File: config.mk
export PLATFORM = sky130hd
export DESIGN_NAME = tks_cell
export DESIGN_NICKNAME = d
export VERILOG_FILES = /design/src/tks_pkg.sv /design/src/tks_cell.sv
export SDC_FILE = /design/constraint.sdc
export NUM_CORES = 1
export LEC_CHECK = 0
export BUFFER_PORTS_ARGS = -buffer_cell sky130_fd_sc_hd__clkbuf_2
export CAP_MARGIN = 20
export CORE_MARGIN = 8
export CORE_UTILIZATION = 40
export DETAILED_ROUTE_END_ITERATION = 12
export PLACE_DENSITY = 0.71
export SYNTH_ARGS = -nofsm -noshare
export SYNTH_HDL_FRONTEND = slang
export SYNTH_SLANG_ARGS = --single-unit
File: constraint.sdc
create_clock -name clk -period 8 [get_ports clk]
set_clock_uncertainty 0.05 [all_clocks]
set_input_delay 0.8 -clock clk [delete_from_list [all_inputs] [get_ports clk]]
set_output_delay 0.8 -clock clk [all_outputs]
set_load 0.05 [all_outputs]
File: src/tks_pkg.sv
package tks_pkg;

	localparam int MAX_KEPT = 8;
	localparam int NUM_KEYS = 4;
	localparam int KEY_W    = 32;
	localparam int ID_W     = 16;
	localparam int TOL_W    = 31;
	localparam int TAKE_W   = 4;
	localparam int NK_W     = 3;
	localparam int CNT_W    = $clog2(MAX_KEPT + 1);
	localparam int CFG_IDX_W = 2;
	localparam int CFG_W    = 31;

	localparam logic [CFG_IDX_W-1:0] CFG_TAKE_COUNT = 2'd0;
	localparam logic [CFG_IDX_W-1:0] CFG_NUM_KEYS   = 2'd1;
	localparam logic [CFG_IDX_W-1:0] CFG_TOLERANCE  = 2'd2;

	typedef logic signed [KEY_W-1:0] key_t;

	typedef struct packed {
		logic [ID_W-1:0] cand_id;
		key_t            score_a;
		key_t            score_b;
		key_t            score_c;
		key_t            score_d;
		logic            eligible;
		logic            final_cand;
	} cand_t;

	typedef struct packed {
		logic [ID_W-1:0] ranked_id;
		logic            none_kept;
		logic            run_end;
	} rank_t;

	typedef struct packed {
		key_t [NUM_KEYS-1:0] keys;
		logic [ID_W-1:0]     id;
	} entry_t;

	typedef struct packed {
		logic                           load;
		logic                           none;
		logic [CNT_W-1:0]               cnt;
		logic [MAX_KEPT-1:0][ID_W-1:0]  ids;
	} drain_load_t;

endpackage

File: src/tks_cell.sv
module tks_cell (
	input  logic                       clk,
	input  tks_pkg::entry_t            cand,
	input  tks_pkg::entry_t            prev,
	input  logic                       valid,
	input  logic                       prev_valid,
	input  logic                       hit_before,
	input  logic                       ins,
	input  logic [tks_pkg::NK_W-1:0]   nk,
	input  logic [tks_pkg::TOL_W-1:0]  tol,
	output logic                       hit_after,
	output tks_pkg::entry_t            entry_d,
	output tks_pkg::entry_t            entry
);

	logic            below;
	tks_pkg::entry_t entry_q;

	assign entry = entry_q;

	always_comb begin
		logic signed [tks_pkg::KEY_W:0] d;
		logic [tks_pkg::KEY_W:0]        mag;
		below = entry.id < cand.id;
		for (int i = tks_pkg::NUM_KEYS - 1; i >= 0; i--) begin
			d   = {entry.keys[i][tks_pkg::KEY_W-1], entry.keys[i]}
				- {cand.keys[i][tks_pkg::KEY_W-1], cand.keys[i]};
			mag = d[tks_pkg::KEY_W] ? (~d + 1'b1) : d;
			if ((tks_pkg::NK_W'(i) < nk) &&
				(mag > {{(tks_pkg::KEY_W + 1 - tks_pkg::TOL_W){1'b0}}, tol})) begin
				below = $signed(entry.keys[i]) < $signed(cand.keys[i]);
			end
		end
	end

	assign hit_after = hit_before | (valid & below);

	always_comb begin
		entry_d = entry;
		if (ins) begin
			if (hit_before) begin
				entry_d = prev;
			end else if (valid && below) begin
				entry_d = cand;
			end else if (!valid && prev_valid) begin
				entry_d = cand;
			end
		end
	end

	always_ff @(posedge clk) begin
		entry_q <= entry_d;
	end

endmodule

==> flow_summary.ini <==
[timing]
min_period_ns = 8.44
drv_slew = 0
final-setup-viol-count = 145
tightestPinTransition_ns = 1.06
rsz0062_at_grt = true
fin_ws_ns = -0.442
period_share = 1.06
slew_headroom = 0.293
clock.fmax_mhz = 118
finalHoldViolations = 0

[synth]
syn_area_per_cell_sq_um = 7.80
synth_top_family_by_area = compound AO/OA/AOI/OAI gates
synth-seq-cells = 144
syn_area_sq_mm = 0.0214
synth_xor_area_frac = 0.0791
synth-compound-area-share = 0.367
syn_nets = 3346
synth-main-ff-cell = dfxtp_1
synthAdderAreaFrac = 0.165
async_flop_share = 0
netlist_instances = 2740
synth-simple-area-share = 0.173
yosysWarnings = 0
synth_edf_count = 0
muxShareOfSynthArea = 0.00778
ys_seq_area_frac = 0.135
ys_types = 100

[floorplanning]
io_pins = 616
die_h_um = 247
core.rowCount = 84
fp.dieW_um = 247
initial_core_util = 0.405
dieArea_sq_mm = 0.0611
core_sq_mm = 0.0528

[cts]
cts-root-buf = clkbuf_16
cts_tree = yes
path_clk_slew_ns = 0.07
insertion_delay_ns = 0.50
cts.path.max_buffers = 2
cts_buffers = 17
cts-htree-levels = 4
cts_hold_buf = 0
clkSinkCount = 144

[finish]
largest_register_ffs = 144
postLayoutCellArea_sq_mm = 0.0338
final_util = 0.641
final_cells = 4459
layout_commonest_cell = clkbuf_2
area_delta_synth_final_pct = 58.1
nets = 4352
drive_gt1_frac = 0.394
final_cell_mix = clkbuf_2 (467), buf_4 (446), ha_1 (268)

[place]
dpl_cell_area_sq_mm = 0.0300
hpwlAfterDp_mm = 73.7
port_buffers = 615
place.gp.congestion = 0.987
place_inst = 4328

[grt]
antenna_found_initial = 13
grt_first_pass_wirelength_mm = 153
grt_overflow = 0
grt_max_degree = 85
grt_pass1_vias = 26774
track_usage = 0.317

[worst_setup_path]
path_max_fanout = 17
path_delay_family = compound AO/OA/AOI/OAI gates
r2r_slack_ns = 0.83
reg2reg_to = entry[127]
critPathArrivalTime_ns = 7.59
worstSetupEndpointType = output port
crit_type = in2out
reg2regPathDepth = 35
r2r-start = entry[48]
slowest_delay_ns = 0.57
start_kind = input pin
critical_path_buf_inv_count = 10
crit_slowest_cell = or4_4
cp.required_ns = 7.15

[outcome]
status = finished, violations left
violations = setup timing

[min_path]
hold_start = cand[108]
hold_class = in2reg
min_to = entry[108]
worstHoldPathCells = 2

[drt]
first_pass_iters = 6
wl_met3_mm = 8.17
viasPerCell = 5.99
wl_met2_mm = 47.7
antenna_left = 0
wire_per_inst_um = 22.8
num_vias = 26719
drt_iter0_drc = 1951
wl_met1_mm = 41.4
drt-total-wl_mm = 102
top_layer = met5
drc = 0

[flow_run]
maxCapViolations = 0
worst max-delay path by stage:
| stage | startpoint | cells past startpoint | slack, ns | to |
|---|---|---|---|---|
| detailed placement | cand[112] | 31 | -0.58 | entry_d[65] |
| finish | cand[48] | 35 | -0.44 | entry_d[78] |
| CTS | entry[112] | 33 | -0.20 | entry_d[99] |
| floorplan | cand[114] | 29 | 0.07 | entry_d[100] |
| global placement | cand[112] | 31 | -0.55 | entry_d[82] |
| global route | entry[48] | 37 | -0.59 | entry_d[95] |
kinds of logic (layout without fill, tap and decap cells):
| logic type | Yosys count | after routing |
|---|---|---|
| fa+ha+maj | 279 | 279 |
| simple gates | 715 | 715 |
| buf+inv | 357 | 1376 |
| mux | 16 | 16 |
| flops | 144 | 144 |
| compound gates | 1036 | 1036 |
| other cells | 0 | 12 |
| xor+xnor | 193 | 193 |
worst reg2reg max path, delay by kind of cell (launching register included):
kind            cells  cell delay [ns]
fa+ha+maj           3             0.81
xor+xnor            2             0.34
buf+inv            10             1.33
simple gates        9             1.80
compound gates     11             2.33
flops               1             0.38
cell usage after synthesis, types with 26 or more instances:
cell type	number	area share
a21o_1	81	0.028
a31oi_1	27	0.0079
a21oi_1	205	0.048
xor2_1	59	0.024
dfxtp_1	144	0.13
or3_1	28	0.0082
nor3_1	56	0.013
o221a_1	137	0.072
nand4_1	57	0.017
inv_1	232	0.041
and2_1	28	0.0082
o22a_1	138	0.057
o21a_1	28	0.0098
o21ai_0	151	0.035
o211ai_1	26	0.0091
nand3_1	51	0.012
a211oi_1	31	0.011
xnor2_1	134	0.055
nand2_1	174	0.031
buf_6	26	0.014
nor2b_1	35	0.010
ha_1	275	0.16
clkbuf_1	83	0.015
nor2_1	150	0.026
per-layer routing:
metal / vias up / global-route usage
li1: 12582 / -
met3: 242 / 0.0781
met4: 4 / 0.152
met2: 1147 / 0.534
met5: - / 0
met1: 12744 / 0.375
stage by stage:
stage | hold slack [ns] | worst slack [ns] | setup TNS [ns]
final | 0.576 | -0.442 | -51.64
after global routing | 0.554 | -0.593 | -76.38
after CTS | 0.536 | -0.201 | -20.89
after detailed placement | 0.572 | -0.577 | -74.92
after global placement | 0.569 | -0.549 | -70.04
after floorplan | 1.00 | 0.0692 | 0
final cells by class:
class                   count  area [sq um]
diodes                     12          30.0
clock buffers              23           468
clock inverters             9          60.1
fillers                  4223         19000
inverters                 232           873
multi-input cells        2239         19000
flip-flops and latches    144          2890
well taps                 688           861
repair buffers           1112          9630
repair_timing:
action | 4_1_cts | 5_1_grt
gates cloned | 20 | 1
gates resized for setup | 291 | 97
setup buffers | 58 | 17
pin swaps | 89 | 57
setup endpoints to repair | 145 | 145
Power is not shown: default switching activity piles up to over one toggle a cycle in this logic, so the estimate is an artifact.
