## src/tks_pkg.sv

```systemverilog
package tks_pkg;

	localparam int MAX_KEPT = 8;
	localparam int NUM_KEYS = 4;
	localparam int KEY_W    = 32;
	localparam int ID_W     = 16;
	localparam int TOL_W    = 31;
	localparam int TAKE_W   = 4;
	localparam int NK_W     = 3;
	localparam int CNT_W    = $clog2(MAX_KEPT + 1);
	localparam int CFG_IDX_W = 2;
	localparam int CFG_W    = 31;

	localparam logic [CFG_IDX_W-1:0] CFG_TAKE_COUNT = 2'd0;
	localparam logic [CFG_IDX_W-1:0] CFG_NUM_KEYS   = 2'd1;
	localparam logic [CFG_IDX_W-1:0] CFG_TOLERANCE  = 2'd2;

	typedef logic signed [KEY_W-1:0] key_t;

	typedef struct packed {
		logic [ID_W-1:0] cand_id;
		key_t            score_a;
		key_t            score_b;
		key_t            score_c;
		key_t            score_d;
		logic            eligible;
		logic            final_cand;
	} cand_t;

	typedef struct packed {
		logic [ID_W-1:0] ranked_id;
		logic            none_kept;
		logic            run_end;
	} rank_t;

	typedef struct packed {
		key_t [NUM_KEYS-1:0] keys;
		logic [ID_W-1:0]     id;
	} entry_t;

	typedef struct packed {
		logic                           load;
		logic                           none;
		logic [CNT_W-1:0]               cnt;
		logic [MAX_KEPT-1:0][ID_W-1:0]  ids;
	} drain_load_t;

endpackage

```

## src/tks_drain.sv

```systemverilog
module tks_drain (
	input  logic                 clk,
	input  logic                 arst_n,
	input  tks_pkg::drain_load_t ld,
	output logic                 busy,
	output logic                 rank_valid,
	input  logic                 rank_stall,
	output tks_pkg::rank_t       rank
);

	logic [tks_pkg::CNT_W-1:0]                       cnt_q;
	logic                                            none_q;
	logic [tks_pkg::MAX_KEPT-1:0][tks_pkg::ID_W-1:0] ids_q;
	logic                                            out_valid_q;
	tks_pkg::rank_t                                  out_q;
	logic                                            adv;
	logic                                            pop;

	assign busy       = cnt_q != '0;
	assign adv        = !out_valid_q || !rank_stall;
	assign pop        = busy && adv;
	assign rank_valid = out_valid_q;
	assign rank       = out_q;

	always_ff @(posedge clk or negedge arst_n) begin
		if (!arst_n) begin
			cnt_q       <= '0;
			out_valid_q <= 1'b0;
		end else begin
			if (ld.load) begin
				cnt_q <= ld.none ? tks_pkg::CNT_W'(1) : ld.cnt;
			end else if (pop) begin
				cnt_q <= cnt_q - 1'b1;
			end
			if (adv) begin
				out_valid_q <= busy;
			end
		end
	end

	always_ff @(posedge clk) begin
		if (ld.load) begin
			none_q <= ld.none;
			ids_q  <= ld.ids;
		end else if (pop) begin
			for (int i = 0; i < tks_pkg::MAX_KEPT - 1; i++) begin
				ids_q[i] <= ids_q[i+1];
			end
		end
		if (pop) begin
			out_q.ranked_id <= none_q ? '0 : ids_q[0];
			out_q.none_kept <= none_q;
			out_q.run_end   <= cnt_q == tks_pkg::CNT_W'(1);
		end
	end

endmodule

```

## config.mk

```make
export PLATFORM = sky130hd
export DESIGN_NAME = tks_drain
export DESIGN_NICKNAME = d
export VERILOG_FILES = /design/src/tks_pkg.sv /design/src/tks_drain.sv
export SDC_FILE = /design/constraint.sdc
export NUM_CORES = 1
export LEC_CHECK = 0
export ABC_AREA = 0
export BUFFER_PORTS_ARGS = -buffer_cell sky130_fd_sc_hd__clkbuf_2
export CAP_MARGIN = 20
export CORE_ASPECT_RATIO = 0.5
export CORE_MARGIN = 10
export CORE_UTILIZATION = 50
export DETAILED_ROUTE_END_ITERATION = 8
export GPL_TIMING_DRIVEN = 0
export PLACE_DENSITY_LB_ADDON = 0.15
export REMOVE_ABC_BUFFERS = 1
export SLEW_MARGIN = 15
export SYNTH_ARGS = -nofsm -noshare
export SYNTH_HDL_FRONTEND = slang
export SYNTH_SLANG_ARGS = --single-unit
```

## constraint.sdc

```tcl
create_clock -name clk -period 6.9 [get_ports clk]
set_input_delay 1.035 -clock clk [delete_from_list [all_inputs] [get_ports clk]]
set_output_delay 1.035 -clock clk [all_outputs]
set_load 0.02 [all_outputs]
```

==> results.cfg, run 1 <==
[worst_setup_path]
crit_fanout = 82
crit_arrival_ns = 2.96
worstRegToRegCells = 7
slowest_delay_ns = 0.51
worstSetupPathType = input pin to register
crit_slowest_cell = or2_4
path_delay_family = buffers and inverters
cpMostUsedCell = buf_12
cp.depth = 5
crit_buf_inv = 4
cp.required_ns = 6.98
cp_cell_sequence = clkbuf_8 > buf_16 > or2_4 > buf_12 > buf_12
start_kind = input pin
cp-end-kind = register

[power_and_ir_drop]
power.density_nw_per_um2 = 316
power.leakage_uw = 0.00314
vdd_ir_drop_max_uv = 191

[layout]
regArea_um2 = 4540
n_fill_cell = 884
diodes = 0
area_delta_synth_final_pct = 27.5
nets = 627
layoutNonFillerInstCount = 664
multi_input_area_um2 = 1550
drive_gt1_frac = 0.387

[timing]
tightest_slew_ns = 0.608
slew_headroom = 0.595
whs_ns = 0.443
maxSlewViolCount = 0
worst_slack_ns = 4.02
fmax_mhz = 348
period_minus_slack_ns = 2.88
setup_viol = 0
fin_skew_ns = 0.00799
hold_violations = 0
period_share = 0.417
rsz0062_at_grt = no

[grt]
antenna_found_initial = 0
grt_start_max_net_pins = 83
grt_overflow = 0
first_global_vias = 3556
grt_pass1_wl_um = 18000
grt_use_total = 0.131

[clock_network]
cts_tree = built
cts_setup_buffers = 0
clock_path_buffers = 2
cts_max_level = 4
ctsHoldBuffers = 0
clk_latency_ns = 0.40
cts-root-buf = clkbuf_16
cts_sinks = 152
clk_pin_slew_ns = 0.06
numCtsBuffers = 17
cts-resized-gates = 0

[synthesis]
synth.distinct_cells = 24
synth_fa_ha_area_frac = 0.00406
synthTopCellsByArea = edfxtp_1 72%, mux2_1 20%, dfrtp_1 2.0%
yosysMostFrequentCell = edfxtp_1
yosys.area_share.simple = 0.0276
synth_top_cell_by_area = edfxtp_1
syn-cell-area_um2 = 6160
synth_seq_area_share = 0.736
synth_top_family_by_area = multiplexers
ys.flop_type = edfxtp_1
syn_avg_cell_area_um2 = 19.1
synth_compound_area_frac = 0.0101
yosysTopAreaCellShare = 0.716
synth_edf_count = 147
ys_async_sr_fraction = 0.0329
muxShareOfSynthArea = 0.208
synth_xor_area_frac = 0
yosys_warnings = 0
syn_inst = 323
ys_ff_latch = 152
netlist_top_cells_count = 147 x edfxtp_1, 112 x mux2_1, 17 x nor2b_1

[status]
status = complete, no violations

[place]
place_ws_ns = 3.52
io_buffers = 156
dp.cells = 634
dpl.hpwl_um = 7870
gp_congestion = 0.835

[route]
wl_um = 11300
drc = 0
wl_per_cell_um = 17.0
drt_iter0_markers = 162
vias = 3218
final_antenna_net_count = 0
drtPass1Iterations = 4
viasPerCell = 4.85

[flow_run]
maxCapViolCount = 0

[floorplan]
die_w_um = 177
die_area_um2 = 17400
std_cell_rows = 28
fp.dieH_um = 98.5
core_area_um2 = 11900
io_pins = 157
start_util = 0.516

[worst_hold_path]
min_path_type = input pin to asynchronous set/reset pin
final timing paths:
kind / startpoint / to / slack, ns
min in group clk: ids_q[46] / ids_q[30] / 0.52
worst min-delay path: arst_n / cnt_q[1] / 0.44
worst min register to register: ids_q[46] / ids_q[30] / 0.52
worst max-delay path: ld[133] / ids_q[33] / 4.02
max in group asynchronous: arst_n / cnt_q[3] / 6.32
worst max register to register: cnt_q[1] / ids_q[33] / 4.16
kinds of logic after synthesis:
logic type	after synthesis
DFF	152
muxes	114
and+or+nand+nor	27
buffers and inverters	19
AOI/OAI and AO/OA	9
adders and majority gates	2
report_power, final:
group	switching (uW)	internal (uW)
Combinational	120	108
Sequential	31.7	1170
Clock	347	710
Total	499	1990
cell usage in the layout (no fill, tap or decap), drive strengths merged:
| master | Yosys | layout |
|---|---|---|
| clkbuf | 2 | 173 |
| edfxtp | 147 | 147 |
| mux2 | 112 | 112 |
| nor2b | 17 | 17 |
| bufinv | 0 | 7 |
| dfrtp | 5 | 5 |
| inv | 5 | 5 |
| clkinv | 0 | 5 |
| buf | 12 | 4 |
| a21oi | 3 | 3 |
| mux2i | 2 | 2 |
| o22ai | 2 | 2 |
| nand2 | 2 | 2 |
| and3 | 2 | 2 |
| ha | 2 | 2 |
| nor3b | 2 | 2 |
| or2 | 1 | 1 |
| a21boi | 1 | 1 |
| nand2b | 1 | 1 |
| nand3b | 1 | 1 |
| o31ai | 1 | 1 |
| o32a | 1 | 1 |
| nor2 | 1 | 1 |
| a2111oi | 1 | 1 |
| clkinvlp | 0 | 1 |
area by class of cell:
cell class / instances / area share
Sequential cell: 152 / 0.578
Multi-Input combinational cell: 152 / 0.197
Timing Repair Buffer: 160 / 0.111
Clock buffer: 17 / 0.0541
Clock inverter: 13 / 0.0322
Tap cell: 165 / 0.0263
Inverter: 5 / 0.00239
state kept, by name (all words and copies together) (netlist names):
register    cells
none_q          1
cnt_q           4
ids_q         128
rank           18
rank_valid      1
through the flow:
| step | power [uW] | cell area (um2) | util | TNS [ns] |
|---|---|---|---|---|
| after global routing | 2580 | 7860 | 0.658 | 0 |
| after CTS | 2520 | 7860 | 0.658 | 0 |
| after detailed placement | 1450 | 7180 | 0.601 | 0 |
| after global placement | 1440 | 7080 | 0.593 | -92.88 |
| final | 2490 | 7860 | 0.658 | 0 |
| after floorplan | 1340 | 6100 | - | 0 |
worst register-to-register path: cells and delay by family (launching register included):
| family | cells | cell delay, ns |
|---|---|---|
| fa+ha+maj | 1 | 0.21 |
| simple gates | 2 | 0.73 |
| buf+inv | 3 | 0.65 |
| flops | 1 | 0.38 |
| compound gates | 1 | 0.42 |
routing by layer:
| metal | up-vias | track usage | share of wire |
|---|---|---|---|
| met1 | 1520 | 0.148 | 0.41 |
| met5 | - | 0 | 0 |
| met2 | 102 | 0.217 | 0.48 |
| met4 | 0 | 0.0373 | 0.011 |
| li1 | 1583 | - | - |
| met3 | 13 | 0.0640 | 0.10 |
No activity file was read; power rests on OpenSTA's default activity.
==> run 2: changes to the inputs <==
Settings changed: CORE_UTILIZATION 50 to 48.
Clock period 6.9 ns to 2.6 ns, I/O delays scaled along.
==> results.cfg, run 2 (synthesized netlist as in run 1, its figures left out) <==
[status]
status = complete, no violations

[layout]
area_delta_synth_final_pct = 27.7
regMostFlops = ids_q
largest_reg_flops = 128
nets = 629
layout_common_cells = 155 x clkbuf_2, 147 x edfxtp_1, 112 x mux2_1
layout_commonest_cell = clkbuf_2
final_area_um2 = 7870
drive_gt1_frac = 0.386
diodes = 0

[timing]
maxSlewViolCount = 0
setup_viol = 0
fmax_mhz = 431
tightest_slew_ns = 0.660
whs_ns = 0.150
period_minus_slack_ns = 2.32
fin_skew_ns = 0.00926
slew_headroom = 0.560
rsz0062_at_grt = no
hold_violations = 0
period_share = 0.892

[worst_setup_path]
start_kind = register
r2r_start = cnt_q[0]
crit_arrival_ns = 2.40
crit_fanout = 53
cp.required_ns = 2.68
worstSetupPathType = register to register
cp-end-kind = register
crit_start = cnt_q[0]

[floorplan]
std_cell_rows = 29
die_w_um = 180
fp.dieH_um = 100
die_area_um2 = 18100
start_util = 0.488
io_pins = 157
core_area_um2 = 12600

[power_and_ir_drop]
clkPwrFrac = 0.419
power.density_nw_per_um2 = 831
power_frac_comb = 0.094
power.leakage_uw = 0.00313
p_seq_frac = 0.487
switching_share = 0.207
vdd_ir_drop_max_uv = 454
p_switching_uw = 1360
internal_power_uw = 5190

[route]
wl_per_cell_um = 17.3
final_antenna_net_count = 0
wl_um = 11600
drtPass1Iterations = 4
drc = 0
drt_iter0_markers = 164
viasPerCell = 4.84
vias = 3254

[grt]
gr-usage-met3 = 0.0589
busiest_layer = met2
grt.met2_usage = 0.209
first_global_vias = 3575
grt_start_max_net_pins = 79
grt_overflow = 0
antenna_found_initial = 0
use_met1 = 0.147
grt_use_total = 0.129
grt_pass1_wl_um = 18400

[clock_network]
cts_tree = built
cts-root-buf = clkbuf_16
clock_path_buffers = 2
cts_max_level = 4
cts_setup_buffers = 0
clk_latency_ns = 0.41
cts_sinks = 152
clk_pin_slew_ns = 0.06
numCtsBuffers = 17

[place]
dpl.hpwl_um = 7910
io_buffers = 156
gp_congestion = 0.754
placed_area_um2 = 7190

[worst_hold_path]
min_path_type = input pin to register
min_from = ld[112]

[flow_run]
maxCapViolCount = 0
## run 2: per-stage QoR
| step | worst slack [ns] | cells | TNS, ns | total power (uW) | utilization |
|---|---|---|---|---|---|
| 2_1_floorplan | -2.20 | 309 | -246.76 | 3560 | - |
| 3_3_place_gp | -4.51 | 635 | -627.90 | 3830 | 0.562 |
| 3_5_place_dp | -0.0204 | 639 | -0.802 | 3860 | 0.570 |
| 4_1_cts | 0.134 | 671 | 0 | 6620 | 0.623 |
| 5_1_grt | 0.118 | 672 | 0 | 6800 | 0.624 |
| 6_report | 0.280 | 672 | 0 | 6550 | 0.624 |
## run 2: worst max-delay path, stage by stage (launching register included)
cell and delay, ns:
dfrtp_1 0.37, inv_1 0.08, ha_1 0.22, nor3b_2 0.19
a21oi_4 0.33, buf_6 0.22, or2_4 0.26, buf_16 0.29
## run 2: area by class of cell
type,instances,area [um2]
Multi-Input combinational cell,153,1560
Clock inverter,12,225
Tap cell,170,213
Fill cell,964,4750
Timing Repair Buffer,161,886
Inverter,5,18.8
Sequential cell,152,4540
Clock buffer,19,433
## run 2: power by group through the flow
stage / Combinational, uW / Sequential [uW] / Clock, uW
2_1_floorplan: 275 / 3280 / 0
3_3_place_gp: 576 / 3250 / 0
3_5_place_dp: 615 / 3240 / 0
4_1_cts: 626 / 3190 / 2800
5_1_grt: 683 / 3220 / 2900
6_report: 616 / 3190 / 2750
## run 2: final timing paths
check	cells past startpoint	slack, ns	end
max in group asynchronous	2	2.12	cnt_q[2]
min in group asynchronous	2	0.33	rank_valid
worst max-delay path	7	0.28	ids_q[65]
worst min-delay path	1	0.15	ids_q[112]
worst max register to register	7	0.28	ids_q[65]
worst min register to register	1	0.52	ids_q[87]
## run 2: routing by layer
layer,vias up,share of wire,routed length [um]
met5,-,0,0
met2,112,0.48,5540
met4,0,0.012,144
met1,1543,0.42,4860
met3,12,0.092,1070
li1,1587,-,-
## run 2: what timing repair did
item	CTS	global route
endpoints found under the setup margin	53	19
hold endpoints to repair	5	0
hold buffers	1	0
resized for setup	1	0
gates cloned	0	1
pin swaps	0	0
